==> src/rtl/core/pidtw_pkg.sv <==
// Shared types and constants for the PID controller with twiddle tuning.
`default_nettype none

package pidtw_pkg;

   // Fixed widths of the gain, step and configuration words.
   localparam int GAIN_WIDTH     = 16;
   localparam int CSR_DATA_WIDTH = 16;
   localparam int CSR_ADDR_WIDTH = 3;
   localparam int COUNT_WIDTH    = 16;
   localparam int SCALE_WIDTH    = 16;

   // Fraction bits of the gains (Q4.12) and of the step scale (Q0.16).
   localparam int FRAC_SHIFT  = 12;
   localparam int SCALE_SHIFT = 16;

   // Reset values of the configuration registers.
   localparam logic [COUNT_WIDTH-1:0] WINDOW_RESET = 16'd100;
   localparam logic [SCALE_WIDTH-1:0] SCALE_RESET  = 16'd3277;

   // Configuration register indexes.
   typedef enum logic [CSR_ADDR_WIDTH-1:0] {
      CSR_GAIN_P = 3'd0,
      CSR_GAIN_I = 3'd1,
      CSR_GAIN_D = 3'd2,
      CSR_WINDOW = 3'd3,
      CSR_SCALE  = 3'd4,
      CSR_TUNE   = 3'd5
   } csr_index_type;

   // Gain currently being tuned, in tuning order P, D, I.
   typedef enum logic [1:0] {
      TUNE_P = 2'd0,
      TUNE_D = 2'd1,
      TUNE_I = 2'd2
   } tune_index_type;

   // Tuning status that travels with each word down the pipeline.
   typedef struct packed {
      logic window_done;
      logic new_best;
   } tune_flags_type;

endpackage

`default_nettype wire

==> src/rtl/core/pidtw_mac.sv <==
// Steering datapath: operand, product and sum stages, rounding and saturation, output word.
`default_nettype none

module pidtw_mac #(
   parameter int ERROR_WIDTH = 16,
   parameter int ACCUM_WIDTH = 32
) (
   input  wire logic                                  clock,
   input  wire logic                                  reset,
   input  wire logic                                  load,
   output logic                                       load_ready,
   input  wire logic signed [pidtw_pkg::GAIN_WIDTH-1:0] gain_p,
   input  wire logic signed [pidtw_pkg::GAIN_WIDTH-1:0] gain_i,
   input  wire logic signed [pidtw_pkg::GAIN_WIDTH-1:0] gain_d,
   input  wire logic signed [ERROR_WIDTH-1:0]         cte_sample,
   input  wire logic signed [ACCUM_WIDTH-1:0]         integral,
   input  wire logic signed [ERROR_WIDTH:0]           diff,
   input  wire pidtw_pkg::tune_flags_type             flags,
   output logic                                       rsp_valid,
   input  wire logic                                  rsp_stall,
   output logic signed [ERROR_WIDTH-1:0]              rsp_steering,
   output logic                                       rsp_window_done,
   output logic                                       rsp_new_best
);

   localparam int GW = pidtw_pkg::GAIN_WIDTH;
   localparam int FS = pidtw_pkg::FRAC_SHIFT;
   localparam int MW = (ACCUM_WIDTH > ERROR_WIDTH + 1) ? ACCUM_WIDTH : ERROR_WIDTH + 1;
   localparam int SW = GW + MW + 3;
   localparam int QW = SW - FS;

   localparam logic [SW-1:0] RND_HALF = {{(SW-FS){1'b0}}, 1'b1, {(FS-1){1'b0}}};
   localparam logic [SW-1:0] RND_LOW  = RND_HALF - SW'(1);
   localparam logic signed [QW-1:0] Q_MAX = {{(QW-ERROR_WIDTH+1){1'b0}}, {(ERROR_WIDTH-1){1'b1}}};
   localparam logic signed [QW-1:0] Q_MIN = {{(QW-ERROR_WIDTH+1){1'b1}}, {(ERROR_WIDTH-1){1'b0}}};

   // Stage valids and flow control.
   logic v1_ff, v1_in, v2_ff, v2_in, v3_ff, v3_in, vo_ff, vo_in;
   logic rdy1, rdy2, rdy3, rdyo;

   // Stage one: operands.
   logic signed [GW-1:0]          gp1_ff, gi1_ff, gd1_ff;
   logic signed [ERROR_WIDTH-1:0] e1_ff;
   logic signed [ACCUM_WIDTH-1:0] int1_ff;
   logic signed [ERROR_WIDTH:0]   diff1_ff;
   pidtw_pkg::tune_flags_type     fl1_ff, fl2_ff, fl3_ff, flo_ff;

   // Stage two: products.
   logic signed [GW+ERROR_WIDTH-1:0] pp_ff, pp_in;
   logic signed [GW+ACCUM_WIDTH-1:0] pi_ff, pi_in;
   logic signed [GW+ERROR_WIDTH:0]   pd_ff, pd_in;

   // Stage three and output.
   logic signed [SW-1:0]          sum_ff, sum_in;
   logic signed [SW-1:0]          neg_sum;
   logic signed [SW-1:0]          rnd_sum;
   logic signed [QW-1:0]          quo;
   logic signed [ERROR_WIDTH-1:0] steer_ff, steer_in;

   // A stage takes a new word when it is empty or its word moves on.
   assign rdyo = !vo_ff || !rsp_stall;
   assign rdy3 = !v3_ff || rdyo;
   assign rdy2 = !v2_ff || rdy3;
   assign rdy1 = !v1_ff || rdy2;
   assign load_ready = rdy1;

   assign v1_in = rdy1 ? load  : v1_ff;
   assign v2_in = rdy2 ? v1_ff : v2_ff;
   assign v3_in = rdy3 ? v2_ff : v3_ff;
   assign vo_in = rdyo ? v3_ff : vo_ff;

   always_ff @(posedge clock) begin
      if (reset) begin
         v1_ff <= 1'b0;
         v2_ff <= 1'b0;
         v3_ff <= 1'b0;
         vo_ff <= 1'b0;
      end else begin
         v1_ff <= v1_in;
         v2_ff <= v2_in;
         v3_ff <= v3_in;
         vo_ff <= vo_in;
      end
   end

   // Three products, one per gain.
   assign pp_in = gp1_ff * e1_ff;
   assign pi_in = gi1_ff * int1_ff;
   assign pd_in = gd1_ff * diff1_ff;

   // Exact sum of the products.
   assign sum_in = {{(SW-GW-ERROR_WIDTH){pp_ff[GW+ERROR_WIDTH-1]}}, pp_ff}
                 + {{(SW-GW-ACCUM_WIDTH){pi_ff[GW+ACCUM_WIDTH-1]}}, pi_ff}
                 + {{(SW-GW-ERROR_WIDTH-1){pd_ff[GW+ERROR_WIDTH]}}, pd_ff};

   // Negate, drop the gain fraction rounding half away from zero, then saturate.
   assign neg_sum  = -sum_ff;
   assign rnd_sum  = neg_sum + (neg_sum[SW-1] ? RND_LOW : RND_HALF);
   assign quo      = rnd_sum[SW-1:FS];
   assign steer_in = (quo > Q_MAX) ? Q_MAX[ERROR_WIDTH-1:0] :
                     (quo < Q_MIN) ? Q_MIN[ERROR_WIDTH-1:0] :
                     quo[ERROR_WIDTH-1:0];

   // Payload registers advance with their valids.
   always_ff @(posedge clock) begin
      if (rdy1 && load) begin
         gp1_ff   <= gain_p;
         gi1_ff   <= gain_i;
         gd1_ff   <= gain_d;
         e1_ff    <= cte_sample;
         int1_ff  <= integral;
         diff1_ff <= diff;
         fl1_ff   <= flags;
      end
      if (rdy2 && v1_ff) begin
         pp_ff  <= pp_in;
         pi_ff  <= pi_in;
         pd_ff  <= pd_in;
         fl2_ff <= fl1_ff;
      end
      if (rdy3 && v2_ff) begin
         sum_ff <= sum_in;
         fl3_ff <= fl2_ff;
      end
      if (rdyo && v3_ff) begin
         steer_ff <= steer_in;
         flo_ff   <= fl3_ff;
      end
   end

   assign rsp_valid       = vo_ff;
   assign rsp_steering    = steer_ff;
   assign rsp_window_done = flo_ff.window_done;
   assign rsp_new_best    = flo_ff.new_best;

endmodule

`default_nettype wire

==> config.mk <==
export PLATFORM = sky130hd
export DESIGN_NAME = pidtw_mac
export DESIGN_NICKNAME = d
export VERILOG_FILES = /design/src/rtl/core/pidtw_pkg.sv /design/src/rtl/core/pidtw_mac.sv
export SDC_FILE = /design/constraint.sdc
export NUM_CORES = 2
export LEC_CHECK = 0
export ABC_AREA = 1
export BUFFER_PORTS_ARGS = -buffer_cell sky130_fd_sc_hd__buf_2
export CAP_MARGIN = 0
export CORE_ASPECT_RATIO = 0.7
export CORE_MARGIN = 3
export CORE_UTILIZATION = 39
export CTS_CLUSTER_DIAMETER = 40
export DETAILED_ROUTE_END_ITERATION = 10
export GPL_TIMING_DRIVEN = 0
export HOLD_SLACK_MARGIN = 0.05
export PLACE_DENSITY = 0.62
export SLEW_MARGIN = 5
export SYNTH_ARGS = -nofsm -noshare
export SYNTH_HDL_FRONTEND = slang
export SYNTH_SLANG_ARGS = --single-unit
==> constraint.sdc <==
create_clock -name clock -period 8.4 [get_ports clock]
set_clock_uncertainty 0.15 [all_clocks]
set_input_delay 0 -clock clock [delete_from_list [all_inputs] [get_ports clock]]
set_output_delay 0 -clock clock [all_outputs]
set_load 0.005 [all_outputs]
==> flow_metrics.tcl <==
set metrics [dict create \
    status "completed" \
    maxSlewViolCount 0 \
    hpwl_um 139000 \
    layout_commonest_cell "inv_1" \
    wl_um 164000 \
    gr-usage-all-layers 0.228 \
    r2r-end "pi_ff[47]" \
    die-height_um 322 \
    avgViaCountPerCell 4.88 \
    setup_violations 0 \
    areaGrowthSynthToFinish_pct 13.0 \
    path_clk_slew_ns 0.06 \
    gp_congestion 0.989 \
    setup_ws_ns 0.198 \
    synth_seq_area_share 0.163 \
    syn_nets 8126 \
    cts_num_sinks 304 \
    worst_slew_pin_slew_ns 1.16 \
    clkLatencyLatePin_ns 0.67 \
    drc_errors 0 \
    ys_async_sr_fraction 0 \
    initial_utilization 0.395 \
    antenna_found_initial 3 \
    grt_max_degree 46 \
    seqCellArea_um2 9090 \
    n_fill_cell 14006 \
    critPathLaunch "int1_ff[8]" \
    fin_nets 8558 \
    crit_arrival_ns 8.43 \
    cts_inserted_buffers 47 \
    r2r_cells 26 \
    crit_required_ns 8.63 \
    die_area_um2 148000 \
    firstDrtPassIters 5 \
    min_path_type "in2reg" \
    relSlewSlack 0.223 \
    hold_slack_ns 0.236 \
    crit_end "pi_ff[47]" \
    endpoint_kind "flop" \
    die_x_um 458 \
    io_buffers 138 \
    final_cell_mix "inv_1 (1821), nand2_1 (1546), fa_1 (1073), nor2_1 (352), ha_1 (340)" \
    critPathKind "reg2reg" \
    fin_area_um2 63100 \
    cts_root_buffer "clkbuf_16" \
    overflow 0 \
    drive_gt1_frac 0.0583 \
    synth_warnings 0 \
    vias 43642 \
    syn_area_um2 55800 \
    cts_tree "yes" \
    period_needed_ns 8.20 \
    avgSynthCellArea_um2 8.46 \
    grt_pass1_vias 44428 \
    r2r-start "int1_ff[8]" \
    pre_cts_slack_ns 0.267 \
    grt_pass1_wl_um 259000 \
    ioPinCount 139 \
    worst_setup_path_start_kind "flop" \
    cap_viol_max_count 0 \
    first_iter_violations 4146 \
    core-area_um2 141000 \
    cts_buffer_depth 3 \
    dpl_cell_area_um2 59000 \
    drtAntennaViolNets 0 \
    multiInputGateArea_um2 39000 \
    synth_edf_count 300 \
    wl_per_cell_um 18.4 \
    period_share 0.976 \
    finalHoldViolCount 0 \
    path_max_fanout 10 \
    ys_seq_elements 304 \
    synthFlopType "edfxtp_1" \
    timing.fmax_mhz 122 \
    synth_cell_types 51 \
    synthCells 6594 \
    h-tree-depth 2 \
    r2r_setup_slack_ns 0.20 \
    rows 115 \
    post-route-util 0.446 \
]
[synthesized netlist by cell type, types with 11 or more instances]
library cell	count	area [um2]
nand3b_1	16	120
o21ai_1	15	75.1
fa_1	1073	21500
nand3_1	99	495
clkbuf_1	219	822
ha_1	340	4250
nor2_1	354	1330
nor3_1	14	70.1
o21ai_0	80	400
nand4_1	35	219
o31ai_1	13	97.6
o21a_1	14	105
inv_1	1822	6840
a31oi_1	46	288
inv_2	16	60.1
or2_2	20	125
edfxtp_1	300	9010
nor2_4	18	203
a21oi_1	201	1010
nand2_4	11	124
nand2_1	1546	5800
nand2_2	42	263
xnor2_1	81	709
xor2_1	105	920
nor2_2	29	181
[timing repair]
| item | CTS | global route |
|---|---|---|
| hold buffers | 237 | 0 |
| endpoints found under the hold margin | 206 | 0 |
| gates resized for setup | 0 | 46 |
| setup buffers | 0 | 0 |
| endpoints found under the setup margin | 0 | 2 |
[metrics by stage]
| step | instances | TNS (ns) |
|---|---|---|
| 6_report | 8939 | 0 |
| 5_1_grt | 8936 | -0.00602 |
| 4_1_cts | 8937 | 0 |
| 3_5_place_dp | 8613 | 0 |
| 3_3_place_gp | 8604 | -183.83 |
| 2_1_floorplan | 6594 | 0 |
[cells by family after synthesis]
| logic type | after synthesis | share of synthesized area |
|---|---|---|
| adder cells (fa/ha/maj) | 1413 | 0.461 |
| flip-flops | 304 | 0.163 |
| XOR/XNOR | 187 | 0.0295 |
| buffers and inverters | 2063 | 0.139 |
| AND/OR/NAND/NOR | 2213 | 0.166 |
| AO/OA/AOI/OAI | 414 | 0.0417 |
[critical path, cell delays in order (launching register included)]
cell      delay (ns)
edfxtp_1        0.32
clkbuf_1        0.52
clkbuf_1        0.55
nand2_1         0.19
fa_1            0.56
inv_1           0.05
fa_1            0.48
fa_1            0.58
fa_1            0.45
fa_1            0.51
inv_1           0.05
fa_1            0.48
inv_1           0.11
ha_1            0.40
nand2_1         0.11
nor2_1          0.17
inv_1           0.07
o21ai_0         0.23
nand3_1         0.11
o211ai_1        0.10
a21oi_1         0.13
o21ai_0         0.53
a21oi_1         0.22
o21bai_1        0.28
nand2_1         0.10
nand3_1         0.09
xor2_1          0.38
[sequential cells by signal (all words and copies together), names as in the netlist, 16 cells and up]
register and flops:
pd_ff 33, gp1_ff 16, sum_ff 50, gi1_ff 16
rsp_steering 16, int1_ff 32, pp_ff 32, pi_ff 48
e1_ff 16, diff1_ff 17, gd1_ff 16
[routing by layer]
layer | wire [um] | vias to the layer above | track usage
met5 | 71 | - | 0.00314
met1 | 76300 | 21546 | 0.346
met2 | 66700 | 1786 | 0.326
met3 | 18000 | 187 | 0.0597
li1 | - | 20118 | -
met4 | 3090 | 5 | 0.0434
[how the worst min path moves through the flow]
stage,start,end,slack [ns],depth (start not counted)
2_1_floorplan,reset,rsp_valid,-0.08,1
3_3_place_gp,gain_p[7],gp1_ff[7],0.03,1
3_5_place_dp,integral[31],int1_ff[31],0.03,1
4_1_cts,rsp_stall,rsp_steering[0],0.18,4
5_1_grt,rsp_stall,rsp_steering[0],0.24,4
6_report,rsp_stall,rsp_steering[0],0.24,4
[layout make-up]
cell class / count / share of cell area
timing repair buffer: 384 / 0.0513
clock buffer: 48 / 0.0187
inverter: 1840 / 0.109
sequential: 304 / 0.144
clock inverter: 39 / 0.00742
buffer: 222 / 0.0140
antenna: 3 / 0.000119
tap: 1872 / 0.0371
multi-input combinational: 4227 / 0.618
Power is not shown: default switching activity piles up to over one toggle a cycle in this logic, so the estimate is an artifact.
