`src/rtl/core/pidtw_pkg.sv`:
```
// Shared types and constants for the PID controller with twiddle tuning.
`default_nettype none

package pidtw_pkg;

   // Fixed widths of the gain, step and configuration words.
   localparam int GAIN_WIDTH     = 16;
   localparam int CSR_DATA_WIDTH = 16;
   localparam int CSR_ADDR_WIDTH = 3;
   localparam int COUNT_WIDTH    = 16;
   localparam int SCALE_WIDTH    = 16;

   // Fraction bits of the gains (Q4.12) and of the step scale (Q0.16).
   localparam int FRAC_SHIFT  = 12;
   localparam int SCALE_SHIFT = 16;

   // Reset values of the configuration registers.
   localparam logic [COUNT_WIDTH-1:0] WINDOW_RESET = 16'd100;
   localparam logic [SCALE_WIDTH-1:0] SCALE_RESET  = 16'd3277;

   // Configuration register indexes.
   typedef enum logic [CSR_ADDR_WIDTH-1:0] {
      CSR_GAIN_P = 3'd0,
      CSR_GAIN_I = 3'd1,
      CSR_GAIN_D = 3'd2,
      CSR_WINDOW = 3'd3,
      CSR_SCALE  = 3'd4,
      CSR_TUNE   = 3'd5
   } csr_index_type;

   // Gain currently being tuned, in tuning order P, D, I.
   typedef enum logic [1:0] {
      TUNE_P = 2'd0,
      TUNE_D = 2'd1,
      TUNE_I = 2'd2
   } tune_index_type;

   // Tuning status that travels with each word down the pipeline.
   typedef struct packed {
      logic window_done;
      logic new_best;
   } tune_flags_type;

endpackage

`default_nettype wire

```
`src/rtl/core/pidtw_state.sv`:
```
// Controller state: configuration registers, integral, window totals and twiddle update.
`default_nettype none

module pidtw_state #(
   parameter int ERROR_WIDTH = 16,
   parameter int ACCUM_WIDTH = 32
) (
   input  wire logic                                      clock,
   input  wire logic                                      reset,
   input  wire logic                                      csr_write_enable,
   input  wire logic [pidtw_pkg::CSR_ADDR_WIDTH-1:0]      csr_index,
   input  wire logic [pidtw_pkg::CSR_DATA_WIDTH-1:0]      csr_data,
   input  wire logic                                      accept,
   input  wire logic signed [ERROR_WIDTH-1:0]             cte_sample,
   output logic signed [pidtw_pkg::GAIN_WIDTH-1:0]        gain_p_next,
   output logic signed [pidtw_pkg::GAIN_WIDTH-1:0]        gain_i_next,
   output logic signed [pidtw_pkg::GAIN_WIDTH-1:0]        gain_d_next,
   output logic signed [ACCUM_WIDTH-1:0]                  integral_next,
   output logic signed [ERROR_WIDTH:0]                    diff_next,
   output pidtw_pkg::tune_flags_type                      flags_next
);

   localparam int GW = pidtw_pkg::GAIN_WIDTH;
   localparam int CW = pidtw_pkg::COUNT_WIDTH;
   localparam int SCW = pidtw_pkg::SCALE_WIDTH;
   localparam int WIDE = ((ACCUM_WIDTH > ERROR_WIDTH) ? ACCUM_WIDTH : ERROR_WIDTH) + 1;
   localparam int PW = GW + SCW + 3;

   localparam logic signed [WIDE-1:0] INT_MAX =
      {{(WIDE-ACCUM_WIDTH+1){1'b0}}, {(ACCUM_WIDTH-1){1'b1}}};
   localparam logic signed [WIDE-1:0] INT_MIN =
      {{(WIDE-ACCUM_WIDTH+1){1'b1}}, {(ACCUM_WIDTH-1){1'b0}}};
   localparam logic [PW-1:0] SC_HALF =
      {{(PW-pidtw_pkg::SCALE_SHIFT){1'b0}}, 1'b1, {(pidtw_pkg::SCALE_SHIFT-1){1'b0}}};
   localparam logic [PW-1:0] SC_LOW = SC_HALF - PW'(1);

   // Saturate a widened gain or step back to 16 signed bits.
   function automatic logic signed [GW-1:0] sat_gain(input logic signed [GW+2:0] v);
      logic signed [GW+2:0] hi;
      logic signed [GW+2:0] lo;
      hi = {4'b0000, {(GW-1){1'b1}}};
      lo = {4'b1111, {(GW-1){1'b0}}};
      if (v > hi) begin
         return hi[GW-1:0];
      end else if (v < lo) begin
         return lo[GW-1:0];
      end
      return v[GW-1:0];
   endfunction

   // One tenth of a gain, rounded half away from zero, by reciprocal multiply.
   function automatic logic signed [GW-1:0] tenth_of(input logic signed [GW-1:0] g);
      logic [GW-1:0]   mag;
      logic [2*GW-1:0] prod;
      logic [GW-1:0]   quo;
      mag  = (g[GW-1] ? (~g + GW'(1)) : g) + GW'(5);
      prod = {{GW{1'b0}}, mag} * (2*GW)'(52429);
      quo  = {3'd0, prod[2*GW-1:19]};
      return g[GW-1] ? (~quo + GW'(1)) : quo;
   endfunction

   // Registers.
   logic signed [GW-1:0]          gain_p_ff, gain_p_in;
   logic signed [GW-1:0]          gain_i_ff, gain_i_in;
   logic signed [GW-1:0]          gain_d_ff, gain_d_in;
   logic signed [GW-1:0]          step_p_ff, step_p_in;
   logic signed [GW-1:0]          step_i_ff, step_i_in;
   logic signed [GW-1:0]          step_d_ff, step_d_in;
   logic signed [ACCUM_WIDTH-1:0] integral_ff, integral_in;
   logic signed [ERROR_WIDTH-1:0] prev_ff, prev_in;
   logic [ACCUM_WIDTH-1:0]        total_ff, total_in;
   logic [ACCUM_WIDTH-1:0]        best_ff, best_in;
   logic [CW-1:0]                 count_ff, count_in;
   pidtw_pkg::tune_index_type     tune_ff, tune_in;
   logic                          added_ff, added_in;
   logic                          subbed_ff, subbed_in;
   logic [CW-1:0]                 window_ff, window_in;
   logic [SCW-1:0]                scale_ff, scale_in;
   logic                          tune_en_ff, tune_en_in;

   // Datapath signals.
   logic signed [WIDE-1:0]        integral_sum;
   logic signed [ACCUM_WIDTH-1:0] integral_sat;
   logic [ERROR_WIDTH-1:0]        error_mag;
   logic [WIDE-1:0]               total_sum;
   logic [ACCUM_WIDTH-1:0]        total_new;
   logic [CW-1:0]                 count_inc;
   logic                          window_close;
   logic                          is_best;
   pidtw_pkg::tune_index_type     tune_eff;
   pidtw_pkg::tune_index_type     tune_next;
   logic signed [GW-1:0]          step_cur;
   logic signed [GW-1:0]          gain_cur;
   logic signed [PW-1:0]          step_prod;
   logic signed [PW-1:0]          step_rnd;
   logic signed [GW+2:0]          delta;
   logic signed [GW-1:0]          step_grow;
   logic signed [GW-1:0]          step_shrink;
   logic signed [GW-1:0]          step_use;
   logic signed [GW-1:0]          gain_new;
   logic signed [GW-1:0]          step_new;
   logic                          added_eff;
   logic                          subbed_eff;
   logic                          added_new;
   logic                          subbed_new;

   // Saturating integral and exact derivative.
   assign integral_sum = {{(WIDE-ACCUM_WIDTH){integral_ff[ACCUM_WIDTH-1]}}, integral_ff}
                       + {{(WIDE-ERROR_WIDTH){cte_sample[ERROR_WIDTH-1]}}, cte_sample};
   assign integral_sat = (integral_sum > INT_MAX) ? INT_MAX[ACCUM_WIDTH-1:0] :
                         (integral_sum < INT_MIN) ? INT_MIN[ACCUM_WIDTH-1:0] :
                         integral_sum[ACCUM_WIDTH-1:0];
   assign diff_next = {cte_sample[ERROR_WIDTH-1], cte_sample}
                    - {prev_ff[ERROR_WIDTH-1], prev_ff};

   // Window error total, saturating at all ones, and window end detection.
   assign error_mag = cte_sample[ERROR_WIDTH-1] ? (~cte_sample + ERROR_WIDTH'(1)) : cte_sample;
   assign total_sum = {{(WIDE-ACCUM_WIDTH){1'b0}}, total_ff}
                    + {{(WIDE-ERROR_WIDTH){1'b0}}, error_mag};
   assign total_new = (total_sum[WIDE-1:ACCUM_WIDTH] != '0) ? {ACCUM_WIDTH{1'b1}} :
                      total_sum[ACCUM_WIDTH-1:0];
   assign count_inc    = count_ff + CW'(1);
   assign window_close = tune_en_ff && (count_inc == window_ff);
   assign is_best      = window_close && (total_new < best_ff);

   // Select the gain and step under tuning; an out-of-range index acts as P.
   always_comb begin
      case (tune_ff)
         pidtw_pkg::TUNE_D: begin
            tune_eff  = pidtw_pkg::TUNE_D;
            tune_next = pidtw_pkg::TUNE_I;
            step_cur  = step_d_ff;
            gain_cur  = gain_d_ff;
         end
         pidtw_pkg::TUNE_I: begin
            tune_eff  = pidtw_pkg::TUNE_I;
            tune_next = pidtw_pkg::TUNE_P;
            step_cur  = step_i_ff;
            gain_cur  = gain_i_ff;
         end
         default: begin
            tune_eff  = pidtw_pkg::TUNE_P;
            tune_next = pidtw_pkg::TUNE_D;
            step_cur  = step_p_ff;
            gain_cur  = gain_p_ff;
         end
      endcase
   end

   // Step scaled by the Q0.16 factor, rounded half away from zero.
   assign step_prod = step_cur * $signed({1'b0, scale_ff});
   assign step_rnd  = step_prod + (step_prod[PW-1] ? SC_LOW : SC_HALF);
   assign delta     = step_rnd[pidtw_pkg::SCALE_SHIFT+GW+2:pidtw_pkg::SCALE_SHIFT];
   assign step_grow   = sat_gain({{3{step_cur[GW-1]}}, step_cur} + delta);
   assign step_shrink = sat_gain({{3{step_cur[GW-1]}}, step_cur} - delta);

   // Twiddle decision: a new best grows the step and restarts the add/subtract cycle.
   always_comb begin
      added_eff  = is_best ? 1'b0 : added_ff;
      subbed_eff = is_best ? 1'b0 : subbed_ff;
      step_use   = is_best ? step_grow : step_cur;
      gain_new   = gain_cur;
      step_new   = step_use;
      added_new  = added_eff;
      subbed_new = subbed_eff;
      if (!added_eff && !subbed_eff) begin
         gain_new  = sat_gain({{3{gain_cur[GW-1]}}, gain_cur} + {{3{step_use[GW-1]}}, step_use});
         added_new = 1'b1;
      end else if (added_eff && !subbed_eff) begin
         gain_new   = sat_gain({{3{gain_cur[GW-1]}}, gain_cur} - {{3{step_use[GW-1]}}, step_use});
         subbed_new = 1'b1;
      end else begin
         step_new = step_shrink;
      end
   end

   // Next state from the accepted word and from configuration writes.
   always_comb begin
      gain_p_in   = gain_p_ff;
      gain_i_in   = gain_i_ff;
      gain_d_in   = gain_d_ff;
      step_p_in   = step_p_ff;
      step_i_in   = step_i_ff;
      step_d_in   = step_d_ff;
      integral_in = integral_ff;
      prev_in     = prev_ff;
      total_in    = total_ff;
      best_in     = best_ff;
      count_in    = count_ff;
      tune_in     = tune_ff;
      added_in    = added_ff;
      subbed_in   = subbed_ff;
      window_in   = window_ff;
      scale_in    = scale_ff;
      tune_en_in  = tune_en_ff;
      if (accept) begin
         integral_in = integral_sat;
         prev_in     = cte_sample;
         if (tune_en_ff) begin
            total_in = window_close ? '0 : total_new;
            count_in = window_close ? '0 : count_inc;
            if (window_close) begin
               if (is_best) begin
                  best_in = total_new;
               end
               tune_in   = tune_next;
               added_in  = added_new;
               subbed_in = subbed_new;
               case (tune_eff)
                  pidtw_pkg::TUNE_D: begin
                     gain_d_in = gain_new;
                     step_d_in = step_new;
                  end
                  pidtw_pkg::TUNE_I: begin
                     gain_i_in = gain_new;
                     step_i_in = step_new;
                  end
                  default: begin
                     gain_p_in = gain_new;
                     step_p_in = step_new;
                  end
               endcase
            end
         end
      end
      if (csr_write_enable) begin
         case (csr_index)
            pidtw_pkg::CSR_GAIN_P: begin
               gain_p_in = csr_data;
               step_p_in = tenth_of(csr_data);
            end
            pidtw_pkg::CSR_GAIN_I: begin
               gain_i_in = csr_data;
               step_i_in = tenth_of(csr_data);
            end
            pidtw_pkg::CSR_GAIN_D: begin
               gain_d_in = csr_data;
               step_d_in = tenth_of(csr_data);
            end
            pidtw_pkg::CSR_WINDOW: begin
               window_in = csr_data;
            end
            pidtw_pkg::CSR_SCALE: begin
               scale_in = csr_data;
            end
            pidtw_pkg::CSR_TUNE: begin
               tune_en_in = csr_data[0];
            end
            default: begin
               tune_en_in = tune_en_ff;
            end
         endcase
      end
   end

   // State registers.
   always_ff @(posedge clock) begin
      if (reset) begin
         gain_p_ff   <= '0;
         gain_i_ff   <= '0;
         gain_d_ff   <= '0;
         step_p_ff   <= '0;
         step_i_ff   <= '0;
         step_d_ff   <= '0;
         integral_ff <= '0;
         prev_ff     <= '0;
         total_ff    <= '0;
         best_ff     <= {ACCUM_WIDTH{1'b1}};
         count_ff    <= '0;
         tune_ff     <= pidtw_pkg::TUNE_P;
         added_ff    <= 1'b0;
         subbed_ff   <= 1'b0;
         window_ff   <= pidtw_pkg::WINDOW_RESET;
         scale_ff    <= pidtw_pkg::SCALE_RESET;
         tune_en_ff  <= 1'b0;
      end else begin
         gain_p_ff   <= gain_p_in;
         gain_i_ff   <= gain_i_in;
         gain_d_ff   <= gain_d_in;
         step_p_ff   <= step_p_in;
         step_i_ff   <= step_i_in;
         step_d_ff   <= step_d_in;
         integral_ff <= integral_in;
         prev_ff     <= prev_in;
         total_ff    <= total_in;
         best_ff     <= best_in;
         count_ff    <= count_in;
         tune_ff     <= tune_in;
         added_ff    <= added_in;
         subbed_ff   <= subbed_in;
         window_ff   <= window_in;
         scale_ff    <= scale_in;
         tune_en_ff  <= tune_en_in;
      end
   end

   // Operands for the steering datapath use the updated gains and integral.
   assign gain_p_next          = gain_p_in;
   assign gain_i_next          = gain_i_in;
   assign gain_d_next          = gain_d_in;
   assign integral_next        = integral_sat;
   assign flags_next.window_done = window_close;
   assign flags_next.new_best    = is_best;

endmodule

`default_nettype wire

```
`config.mk`:
```
export PLATFORM = sky130hd
export DESIGN_NAME = pidtw_state
export DESIGN_NICKNAME = d
export VERILOG_FILES = /design/src/rtl/core/pidtw_pkg.sv /design/src/rtl/core/pidtw_state.sv
export SDC_FILE = /design/constraint.sdc
export NUM_CORES = 2
export LEC_CHECK = 0
export BUFFER_PORTS_ARGS = -buffer_cell sky130_fd_sc_hd__buf_2
export CAP_MARGIN = 0
export CORE_ASPECT_RATIO = 0.75
export CORE_MARGIN = 3
export CORE_UTILIZATION = 45
export CTS_CLUSTER_DIAMETER = 150
export CTS_CLUSTER_SIZE = 30
export DETAILED_ROUTE_END_ITERATION = 16
export SLEW_MARGIN = 10
export SYNTH_ARGS = -nofsm -noshare
export SYNTH_HDL_FRONTEND = slang
export SYNTH_SLANG_ARGS = --single-unit
```
`constraint.sdc`:
```
create_clock -name clock -period 18.63 [get_ports clock]
set_input_delay 3.726 -clock clock [delete_from_list [all_inputs] [get_ports clock]]
set_output_delay 3.726 -clock clock [all_outputs]
set_load 0.005 [all_outputs]
```
==> impl_metrics.tcl <==
set metrics [dict create \
    finalHoldViolCount 0 \
    path_clk_slew_ns 0.12 \
    setup_viol_count_final 0 \
    drc_errors 0 \
    path_common_cell "buf_4" \
    cp.arrival_ns 14.41 \
    skew_ns 0.0220 \
    die_w_um 335 \
    syn_nets 5448 \
    final_nets 5544 \
    setup_ws_ns 0.495 \
    root_buffer "clkbuf_16" \
    grt_max_degree 175 \
    grt-ovfl-total 0 \
    ys_seq_elements 261 \
    wirelength_um 119000 \
    async_reset_ff_share_pct 0 \
    die_h_um 253 \
    whs_ns 0.471 \
    synth.area.top_cells "fa_1 (15%), ha_1 (15%), dfxtp_1 (14%)" \
    firstDrtPassIters 6 \
    dieArea_um2 84600 \
    worst_slew_pin_slew_ns 1.23 \
    synth_top_area_share_pct 15.4 \
    port_buffers 137 \
    critical_path_class "register to output port" \
    startpoint_type "register" \
    holdCritPathClass "register to register" \
    cts_tree "yes" \
    ctsHoldBuffers 0 \
    yosys_warnings 0 \
    cp.required_ns 14.90 \
    drive_gt1_share_pct 11.0 \
    cpPeakStageDelay_ns 0.54 \
    period_needed_ns 18.14 \
    powerDensity_nw_per_um2 138 \
    drv_slew 0 \
    fin_area_um2 40300 \
    ir_drop_uv 412 \
    drt_iter0_drc 3228 \
    num_rows 89 \
    start_util_pct 45.9 \
    via_count 33700 \
    finalSetupTns_ns 0 \
    core-area_um2 79500 \
    place_ws_ns -0.279 \
    netlist_instances 4694 \
    status "finished, final reports clean" \
    yosys.cell_count.top_type "nand2_1" \
    syn2layout_area_growth_pct 10.4 \
    routed_via_density 5.77 \
    htree_num_levels 1 \
    path_max_fanout 19 \
    max_slew_margin_pct 17.6 \
    grt_use_total_pct 27.3 \
    yosysSeqAreaShare_pct 14.3 \
    fin_crit_sh_pct 97.3 \
    synthTopCellsByCount "nand2_1 (533), inv_1 (509), nor2_1 (435), ha_1 (434), a21oi_1 (307)" \
    finalPower_uw 5570 \
    synthDistinctLibCells 103 \
    grt_pass1_vias 31600 \
    netlist_area_um2 36500 \
    grt_antenna_before_repair 7 \
    slowest_stage "fa_1" \
    place_congestion 0.969 \
    clk_latency_ns 0.52 \
    clk_path_buf_depth 3 \
    detailed_place.area_um2 38800 \
    maxCapViolCount 0 \
    synth_area_per_cell_um2 7.78 \
    p_leak_uw 0.0187 \
    hpwl_um 92400 \
    endpoint_kind "output port" \
    pin_count 138 \
    rsz0062_at_grt "yes" \
    cts_buffers 12 \
    cts_sinks 261 \
    routedWlPerCell_um 20.4 \
    top_regs "best_ff: 32 flops, integral_ff: 32 flops, total_ff: 32 flops" \
    synth-main-ff-cell "dfxtp_1" \
    synth_enable_flop_cells 0 \
    grt_pass1_wl_um 184000 \
    synth_top_area_cell "fa_1" \
    fmax_mhz 55.1 \
    ant_nets 0 \
]
[cells by family (layout without fill, tap and decap cells)]
kind of cell	Yosys count	after routing	share of synthesized area, %
AND/OR/NAND/NOR	1573	1573	20.3
flip-flops	261	261	14.3
AO/OA/AOI/OAI	1117	1118	20.2
XOR/XNOR	244	244	5.85
multiplexers	36	36	1.00
adder cells (fa/ha/maj)	728	728	30.6
buffers and inverters	735	831	7.73
other	0	2	0
[stage by stage]
stage	instances	utilization [%]
after floorplan	4694	-
after global placement	5785	48.8
after detailed placement	5785	48.8
after CTS	5807	49.5
after global routing	5838	50.7
final	5839	50.7
[routing by layer]
layer / global-route usage (%) / share of wire (%)
met1: 41.5 / 48
met2: 38.8 / 40
met3: 6.76 / 9.2
met4: 5.06 / 2.0
met5: 0 / 0.023
[power breakdown]
part           total (µW)  switching [µW]  internal (µW)
logic                4630            2860           1780
clock network         331             202            128
registers             611            22.7            589
total                5570            3080           2490
[worst paths after layout]
kind	from	to	slack, ns	cells past startpoint
worst max-delay path	tune_ff[1]$_SDFFE_PP0P_	gain_p_next[5]	0.49	65
worst min-delay path	integral_ff[15]$_SDFFE_PP0P_	integral_ff[15]$_SDFFE_PP0P_	0.47	2
worst max register to register	tune_ff[1]$_SDFFE_PP0P_	gain_d_ff[10]$_SDFF_PP0_	4.67	64
worst min register to register	integral_ff[15]$_SDFFE_PP0P_	integral_ff[15]$_SDFFE_PP0P_	0.47	2
[area by class of cell]
cell class | count | area [µm²]
Clock buffer | 13 | 325
Antenna cell | 2 | 5.00
Timing Repair Buffer | 305 | 2160
Clock inverter | 2 | 13.8
Inverter | 511 | 1920
Tap cell | 1046 | 1310
Sequential cell | 261 | 5230
Fill cell | 7818 | 39200
Multi-Input combinational cell | 3699 | 29400
[critical path: cells and delay by family (launching register included)]
kind,cells,cell delay [ns]
DFF,1,0.37
AOI/OAI and AO/OA,21,4.18
buffers and inverters,18,2.45
muxes,1,0.17
and+or+nand+nor,12,1.88
adders and majority gates,11,4.39
xor gates and xnor gates,2,0.35
[cells in the final DEF (no fill, tap or decap), types with 13 or more instances in the layout]
master and instances:
buf_12 14, o21a_1 54, buf_4 143, a21o_1 69, xnor2_1 156, nand3b_1 15, o21bai_1 35, mux2i_1 30
and3_1 37, a21oi_1 294, nand3_1 72, o211ai_1 28, and4_1 14, or3_1 40, nand4_1 25, or2_2 25
o21ai_2 15, a211oi_1 67, o21ai_0 190, nand2b_1 35, maj3_1 13, inv_1 508, and2_1 149, o31ai_1 18
a22oi_1 52, nor3_1 66, nor2b_1 51, xor2_1 85, nand2_1 530, o21ai_1 38, dfxtp_1 260, buf_2 136
ha_1 410, a211o_1 25, clkbuf_16 13, nor2_1 427, fa_1 278, a31oi_1 32
[repair_timing]
| item | CTS | global route |
|---|---|---|
| pin swaps | 5 | 68 |
| setup endpoints to repair | 48 | 48 |
| buffers inserted | 7 | 25 |
| cloned | 0 | 5 |
| gates resized for setup | 49 | 168 |
(Power assumes the default switching activity.)
